**config.mk**
```make
export PLATFORM = sky130hd
export DESIGN_NAME = dashed_line_rasterizer_core
export DESIGN_NICKNAME = d
export VERILOG_FILES = /design/src/design/dlr_pkg.sv /design/src/design/dlr_step.sv /design/src/design/dlr_skid.sv /design/src/design/dashed_line_rasterizer_core.sv
export SDC_FILE = /design/constraint.sdc
export NUM_CORES = 1
export LEC_CHECK = 0
export BUFFER_PORTS_ARGS = -buffer_cell sky130_fd_sc_hd__buf_4
export CORE_MARGIN = 2
export CORE_UTILIZATION = 51
export CTS_CLUSTER_DIAMETER = 100
export DETAILED_ROUTE_END_ITERATION = 10
export HOLD_SLACK_MARGIN = 0.1
export PLACE_DENSITY = 0.69
export SLEW_MARGIN = 20
export SYNTH_ARGS = -nofsm -noshare
export SYNTH_HDL_FRONTEND = slang
export SYNTH_SLANG_ARGS = --single-unit
```
**constraint.sdc**
```tcl
create_clock -name clk -period 9.74 [get_ports clk]
set_input_delay 0.487 -clock clk [delete_from_list [all_inputs] [get_ports clk]]
set_output_delay 0.487 -clock clk [all_outputs]
set_load 0.02 [all_outputs]
```
**src/design/dlr_pkg.sv**
```systemverilog
`default_nettype none
package dlr_pkg;

  localparam int COORD_BITS  = 12;
  localparam int ERR_BITS    = COORD_BITS + 3;
  localparam int PERIOD_BITS = 6;

  localparam logic [PERIOD_BITS-1:0] DASH_RESET = PERIOD_BITS'(10);

  typedef enum logic {
    CMD_START = 1'b0,
    CMD_STEP  = 1'b1
  } cmd_t;

  typedef struct packed {
    cmd_t                  cmd;
    logic [COORD_BITS-1:0] x_start;
    logic [COORD_BITS-1:0] y_start;
    logic [COORD_BITS-1:0] x_end;
    logic [COORD_BITS-1:0] y_end;
  } line_item_t;

  typedef struct packed {
    logic [COORD_BITS-1:0] pixel_x;
    logic [COORD_BITS-1:0] pixel_y;
    logic                  plot;
    logic                  done_res;
  } pixel_item_t;

endpackage
`default_nettype wire

```
**src/design/dlr_step.sv**
```systemverilog
`default_nettype none
module dlr_step
  import dlr_pkg::*;
(
  input  wire                         clk,
  input  wire                         rst,
  input  wire                         dash_we,
  input  wire logic [PERIOD_BITS-1:0] dash_data,
  input  wire                         accept,
  input  wire line_item_t             item,
  output pixel_item_t                 result
);

  logic [PERIOD_BITS-1:0]   dash_period;
  logic [COORD_BITS-1:0]    cur_x, cur_y, cur_x_next, cur_y_next;
  logic signed [ERR_BITS-1:0] err_term, inc_move, inc_stay;
  logic signed [ERR_BITS-1:0] err_term_next, inc_move_next, inc_stay_next;
  logic                     dir_x_neg, dir_y_neg, x_major, active;
  logic                     dir_x_neg_next, dir_y_neg_next, x_major_next, active_next;
  logic [COORD_BITS-1:0]    moves_left, moves_left_next;
  logic [PERIOD_BITS-1:0]   dash_phase, dash_phase_next;

  logic signed [COORD_BITS:0] dx, dy;
  logic [COORD_BITS-1:0]      adx, ady, maj, mnr;
  logic signed [ERR_BITS-1:0] maj_e, mnr_e;
  logic                       bump;
  logic [COORD_BITS-1:0]      step_x, step_y;
  logic [PERIOD_BITS-1:0]     period_m1;
  logic [PERIOD_BITS:0]       phase_p1;
  logic                       dash_vis;

  // endpoint setup
  always_comb begin
    dx    = signed'({1'b0, item.x_end}) - signed'({1'b0, item.x_start});
    dy    = signed'({1'b0, item.y_end}) - signed'({1'b0, item.y_start});
    adx   = dx[COORD_BITS] ? COORD_BITS'(-dx) : dx[COORD_BITS-1:0];
    ady   = dy[COORD_BITS] ? COORD_BITS'(-dy) : dy[COORD_BITS-1:0];
    maj   = (adx >= ady) ? adx : ady;
    mnr   = (adx >= ady) ? ady : adx;
    maj_e = signed'({{(ERR_BITS-COORD_BITS){1'b0}}, maj});
    mnr_e = signed'({{(ERR_BITS-COORD_BITS){1'b0}}, mnr});
  end

  // walk step and dash pattern
  always_comb begin
    bump      = !err_term[ERR_BITS-1];
    step_x    = dir_x_neg ? cur_x - 1'b1 : cur_x + 1'b1;
    step_y    = dir_y_neg ? cur_y - 1'b1 : cur_y + 1'b1;
    period_m1 = dash_period - 1'b1;
    phase_p1  = {1'b0, dash_phase} + 1'b1;
    dash_vis  = (dash_phase != '0) && (dash_phase != period_m1) &&
                (dash_period >= PERIOD_BITS'(2));
  end

  always_comb begin
    cur_x_next      = cur_x;
    cur_y_next      = cur_y;
    err_term_next   = err_term;
    inc_move_next   = inc_move;
    inc_stay_next   = inc_stay;
    dir_x_neg_next  = dir_x_neg;
    dir_y_neg_next  = dir_y_neg;
    x_major_next    = x_major;
    moves_left_next = moves_left;
    dash_phase_next = dash_phase;
    active_next     = active;
    result.plot     = 1'b0;
    result.done_res = 1'b1;
    case (item.cmd)
      CMD_START: begin
        dir_x_neg_next  = dx[COORD_BITS];
        dir_y_neg_next  = dy[COORD_BITS];
        x_major_next    = adx >= ady;
        err_term_next   = (mnr_e <<< 1) - maj_e;
        inc_move_next   = (mnr_e - maj_e) <<< 1;
        inc_stay_next   = mnr_e <<< 1;
        cur_x_next      = item.x_start;
        cur_y_next      = item.y_start;
        moves_left_next = maj;
        dash_phase_next = '0;
        active_next     = maj != '0;
        result.plot     = 1'b1;
        result.done_res = maj == '0;
      end
      CMD_STEP: begin
        if (active) begin
          err_term_next = err_term + (bump ? inc_move : inc_stay);
          if (x_major) begin
            cur_x_next = step_x;
            if (bump) cur_y_next = step_y;
          end else begin
            cur_y_next = step_y;
            if (bump) cur_x_next = step_x;
          end
          dash_phase_next = (phase_p1 >= {1'b0, dash_period}) ? '0 :
                            phase_p1[PERIOD_BITS-1:0];
          moves_left_next = moves_left - 1'b1;
          active_next     = moves_left_next != '0;
          result.plot     = dash_vis;
          result.done_res = moves_left_next == '0;
        end
      end
      default: begin
      end
    endcase
    result.pixel_x = cur_x_next;
    result.pixel_y = cur_y_next;
  end

  always_ff @(posedge clk) begin
    if (rst) begin
      dash_period <= DASH_RESET;
    end else if (dash_we) begin
      dash_period <= dash_data;
    end
  end

  always_ff @(posedge clk) begin
    if (rst) begin
      cur_x      <= '0;
      cur_y      <= '0;
      err_term   <= '0;
      inc_move   <= '0;
      inc_stay   <= '0;
      dir_x_neg  <= 1'b0;
      dir_y_neg  <= 1'b0;
      x_major    <= 1'b0;
      moves_left <= '0;
      dash_phase <= '0;
      active     <= 1'b0;
    end else if (accept) begin
      cur_x      <= cur_x_next;
      cur_y      <= cur_y_next;
      err_term   <= err_term_next;
      inc_move   <= inc_move_next;
      inc_stay   <= inc_stay_next;
      dir_x_neg  <= dir_x_neg_next;
      dir_y_neg  <= dir_y_neg_next;
      x_major    <= x_major_next;
      moves_left <= moves_left_next;
      dash_phase <= dash_phase_next;
      active     <= active_next;
    end
  end

`ifndef ASSERT_OFF
  a_active_has_moves: assert property (@(posedge clk) disable iff (rst)
    active |-> moves_left != '0)
    else $error("active line with no moves left");

  a_last_move_ends: assert property (@(posedge clk) disable iff (rst)
    accept && item.cmd == CMD_STEP && active && moves_left == COORD_BITS'(1)
    |=> !active)
    else $error("line still active after its last move");

  a_start_phase: assert property (@(posedge clk) disable iff (rst)
    accept && item.cmd == CMD_START |=> dash_phase == '0)
    else $error("dash phase not cleared by start");
`endif

endmodule
`default_nettype wire

```
**src/design/dlr_skid.sv**
```systemverilog
`default_nettype none
module dlr_skid
  import dlr_pkg::*;
(
  input  wire               clk,
  input  wire               rst,
  input  wire               in_valid,
  output logic              in_stall,
  input  wire pixel_item_t  in_data,
  output logic              out_valid,
  input  wire               out_stall,
  output pixel_item_t       out_data
);

  logic        skid_valid;
  pixel_item_t skid_data;
  logic        out_take, in_take;

  assign in_stall = skid_valid;
  assign out_take = out_valid && !out_stall;
  assign in_take  = in_valid && !skid_valid;

  always_ff @(posedge clk) begin
    if (rst) begin
      out_valid  <= 1'b0;
      skid_valid <= 1'b0;
    end else if (skid_valid) begin
      if (out_take) begin
        skid_valid <= 1'b0;
      end
    end else if (in_take) begin
      if (out_valid && !out_take) begin
        skid_valid <= 1'b1;
      end else begin
        out_valid <= 1'b1;
      end
    end else if (out_take) begin
      out_valid <= 1'b0;
    end
  end

  // payload: no reset needed
  always_ff @(posedge clk) begin
    if (skid_valid) begin
      if (out_take) out_data <= skid_data;
    end else if (in_take) begin
      if (out_valid && !out_take) begin
        skid_data <= in_data;
      end else begin
        out_data <= in_data;
      end
    end
  end

`ifndef ASSERT_OFF
  a_skid_behind_out: assert property (@(posedge clk) disable iff (rst)
    skid_valid |-> out_valid)
    else $error("skid holds an item while output is empty");

  a_skid_drains: assert property (@(posedge clk) disable iff (rst)
    skid_valid && out_take |=> out_valid && !skid_valid)
    else $error("skid item not moved to output");

  a_fill_skid: assert property (@(posedge clk) disable iff (rst)
    in_take && out_valid && out_stall |=> skid_valid)
    else $error("item accepted under stall not held in skid");
`endif

endmodule
`default_nettype wire

```
**src/design/dashed_line_rasterizer_core.sv**
```systemverilog
`default_nettype none
// Dashed Bresenham line rasterizer. A start item (cmd = CMD_START) loads two
// endpoints and returns the start pixel, always plotted; each step item
// (cmd = CMD_STEP) advances one pixel along the major axis, bumping the minor
// axis when the error term is non-negative. Moves whose index i satisfies
// i mod dash_period == 0 or dash_period-1 come back with plot = 0, and
// done_res flags the final pixel; steps past the end repeat the last pixel
// with plot = 0 and done_res = 1. Throughput is one item per clock while
// line_stall is low: each item is resolved by one add and compare on the
// walk registers and lands in the output register, or in the skid slot when
// the output is stalled. A two-entry output buffer (result register plus skid
// slot) keeps line_stall registered and lets a new item in while the previous
// pixel waits. dash_period resets to 10. The user must write it via dash_we
// and dash_data only while no line item is in flight; nothing enforces it.
module dashed_line_rasterizer_core
  import dlr_pkg::*;
(
  input  wire                         clk,
  input  wire                         rst,
  // dash period register
  input  wire                         dash_we,
  input  wire logic [PERIOD_BITS-1:0] dash_data,
  // line command items
  input  wire                         line_valid,
  output logic                        line_stall,
  input  wire line_item_t             line_data,
  // pixel result items
  output logic                        pix_valid,
  input  wire                         pix_stall,
  output pixel_item_t                 pix_data
);

  logic        line_accept;
  pixel_item_t step_result;

  // an item is taken whenever the skid slot is free
  assign line_accept = line_valid && !line_stall;

  // walk state, dash phase and the per-item next-pixel logic
  dlr_step u_step (
    .clk       (clk),
    .rst       (rst),
    .dash_we   (dash_we),
    .dash_data (dash_data),
    .accept    (line_accept),
    .item      (line_data),
    .result    (step_result)
  );

  // result register with skid slot
  dlr_skid u_skid (
    .clk       (clk),
    .rst       (rst),
    .in_valid  (line_valid),
    .in_stall  (line_stall),
    .in_data   (step_result),
    .out_valid (pix_valid),
    .out_stall (pix_stall),
    .out_data  (pix_data)
  );

endmodule
`default_nettype wire

```
==> results.md <==
* Status: finished clean
* Die Wd at 156 um
* Cells after synthesis at roughly 1,500
* Post-route setup TNS at 0 ps
* Area fraction in compound gates after synthesis at 23.7%
* CTS tree: yes
* First-pass DRT Iterations at 5
* FMAX at ~120 MHz
* # hold bufs at CTS at 0
* Synth cell types at 87
* H-tree Lvls at 4
* Avg Inst Size Synth at 8.06 sq um
* Number of nets in the layout at roughly 1,700
* Global route overflow at 0
* Die Area at between 0.02 and 0.025 sq mm
* Ys Warns at 0
* CTS clk-pin slew, worst paths at around 70 ps
* WP buf/inv at 4
* Global-route wire length before repair at 51,600 um
* Pleak at between 0.005 and 0.006 uW
* Placer Congestion at between 0.9 and 1
* Register area share after synthesis at 29.0%
* Fin crit period at 8050 ps
* Initial antenna violation count at 1
* Part of the cycle the worst path needs at 82.7%
* Post-synth top area share at 15.8%
* Share of total power in the clock network at around a fifth
* IR drop worst, VDD at 207 uV
* Hold Crit Class: in -> reg
* Synthesized cell area at roughly 0.012 sq mm
* Mux share of post-synthesis cell area at 6.02%
* Port bufs at 87
* Synth Area in XOR/XNOR at 7.63%
* Detailed Route Iter0 Violations at 654
* Max_cap viols at 0
* DR vias at 10,700
* Unrepaired setup endpoints after global routing: false
* Via/cell ratio at between 5 and 6
* Core outline area at 0.0227 sq mm
* Sequential share of power at between 20% and 30%
* Clock Sinks at between 100 and 150
* Global Route Usage Sum at 26.9%
* Finish-stage setup viols at 0
* Post-Place Cell Area at 0.0127 sq mm
* Most used DFF post-synth: dfxtp_1
* Worst Skew at about 12 ps
* Final Max Slew Viols at 0
* Post-CTS setup buffers at 0
* Area grow syn2layout at 12.4%
* Post-Synth Simple-Gate Area at 18.1%
* Slew HR at between 30% and 40%
* Routed WL per cell at 18.0 um
* Worst slew pin tran at roughly 920 ps
* Final core occ at 58.5%
* Antenna violation net count after detailed routing at 0
* Synth area leader: dfxtp_1
* Largest net degree at the start of global routing at between 60 and 70
* Post-synthesis register bit count at roughly 150
* Post-synth EDFFs at 52
* Switching power at 1600 uW
* Wirelength, routed at 32,700 um
* Commonest cells post-synth: 181 x nand2_1, 151 x a21oi_1, 120 x nor2_1, 93 x dfxtp_1, 89 x ha_1
* Post-route cell area at 0.0133 sq mm
* Async SR Flop Fraction at 0%
* Filler cells at 2,062
* Crit path top cell by count: nand2_1
* Initial core utilization at 52.0%
* Number of global-route vias before repair at around 10,000
* Sw frac at 45.8%
* IO Pins at 88
* Critical Path Start Type: input pin
* Hold Fails Final Rpt at 0
* DRC viols at 0
* Clk Latency, worst-skew pair at 440 ps
* Row cnt at 55
* Delay-heaviest family, CP: compound AO/OA/AOI/OAI gates
* Main combinational cell family by area after synthesis: compound AO/OA/AOI/OAI gates
* Root Buffer: clkbuf_16
* Post-DP HPWL at about 24,000 um
* Crit path max fanout at 35
* Int Power at between 1500 and 2000 uW
* Diodes inserted at 0
* Adder-Cell Fraction of Synth Area at 10.5%
* Crit-path max cell delay at around 470 ps
* Largest cells by area after synthesis: dfxtp_1 16%, edfxtp_1 13%, ha_1 9.4%
* Crit path required time at slightly above 10,000 ps
* Crit path kind: in -> reg
* DIE HEIGHT at 156 um
* Comb power frac at 58.2%
* Critical path's slowest cell: ha_1
* P per Cell Area at 263 mW/mm^2
* Syn nets at 1,620
* Most common cell in the netlist: nand2_1
* Arrival time worst endpoint at 8380 ps
* Longest Clk Path Bufs at 2
* Worst R2R Setup Slack at 5870 ps
* Inserted Clock Buffers at 17
* Critical Path Sink Type: flip-flop
* Share of post-route cells with drive strength above 1 at 13.1%
* Post-cts resize count at 0
[layer usage]
layer / global-route usage [%] / vias to the layer above / wire, um
met5: 0 / - / 0
met3: 3.97 / 36 / 1730
met2: 43.9 / 282 / 15100
li1: - / 5367 / -
met1: 36.8 / 5059 / 15200
met4: 8.21 / 0 / 635
[through the flow]
stage                     setup slack [ps]  std cells  total power [uW]  hold slack, ps
after floorplan                       2010       1465              2260             428
after global placement                1720       1783              2740             438
after detailed placement              1440       1783              2750             444
after CTS                             1860       1815              3460             268
after global routing                  1200       1815              3720             264
final                                 1690       1815              3490             266
[path summary, 6_finish.rpt]
path	from	endpoint	cells past startpoint
max	line_data[12]	u_step.err_term[12]	32
min	dash_data[1]	u_step.dash_period[1]	3
max reg2reg	u_step.err_term[14]	u_step.err_term[14]	19
min reg2reg	u_step.inc_move[3]	u_step.inc_move[3]	2
[cell usage in the layout (no fill, tap or decap), drive strengths merged, types with 10 or more instances in the layout]
cell type	Yosys	layout
a211oi	21	21
a21o	25	25
a21oi	153	153
a31oi	18	18
and2	12	12
and3	10	10
buf	17	102
clkbuf	52	19
dfxtp	93	93
edfxtp	52	52
ha	89	89
inv	83	89
mux2	40	40
mux2i	26	26
nand2	181	181
nand2b	18	18
nand3	15	15
nor2	121	121
nor2b	12	12
nor3	35	35
nor4	10	10
o211ai	19	19
o21a	13	13
o21ai	96	96
o21bai	14	14
or3	10	10
xnor2	68	68
xor2	34	34
[final cells by class]
| type | count | area, sq um | share of cell area (%) |
|---|---|---|---|
| Clock buffer | 19 | 433 | 3.26 |
| Clock inverter | 13 | 174 | 1.31 |
| Inverter | 85 | 319 | 2.40 |
| Multi-Input combinational cell | 1166 | 7800 | 58.8 |
| Sequential cell | 145 | 3420 | 25.8 |
| Tap cell | 285 | 357 | 2.69 |
| Timing Repair Buffer | 102 | 766 | 5.77 |
[power by group through the flow]
stage	sequential, uW	combinational (uW)	clock [uW]
2_1_floorplan	770	1490	0
3_3_place_gp	766	1980	0
3_5_place_dp	768	1990	0
4_1_cts	755	2000	707
5_1_grt	763	2220	736
6_report	756	2030	700
[state kept, by name, indices dropped and copies added (netlist names)]
signal / flops
u_step.inc_stay: 12
u_step.dash_phase: 6
u_step.dir_y_neg: 1
u_step.dash_period: 6
u_skid.skid_data: 26
u_step.dir_x_neg: 1
u_step.x_major: 1
u_step.cur_y: 12
u_step.inc_move: 13
u_step.active: 1
u_skid.out_valid: 1
u_step.cur_x: 12
u_skid.in_stall: 1
u_skid.out_data: 26
u_step.moves_left: 12
u_step.err_term: 14
[cells by family (layout without fill, tap and decap cells)]
| group | Yosys count | after routing |
|---|---|---|
| adders and majority gates | 96 | 96 |
| buffers and inverters | 154 | 219 |
| AOI/OAI and AO/OA | 440 | 440 |
| DFF | 145 | 145 |
| xor gates and xnor gates | 102 | 102 |
| and+or+nand+nor | 462 | 462 |
| muxes | 66 | 66 |
[worst min-delay path, stage by stage]
cell and delay [ps]:
buf_4 70, nand2_1 50, o211ai_1 60
No activity file was read; power rests on OpenSTA's default activity.
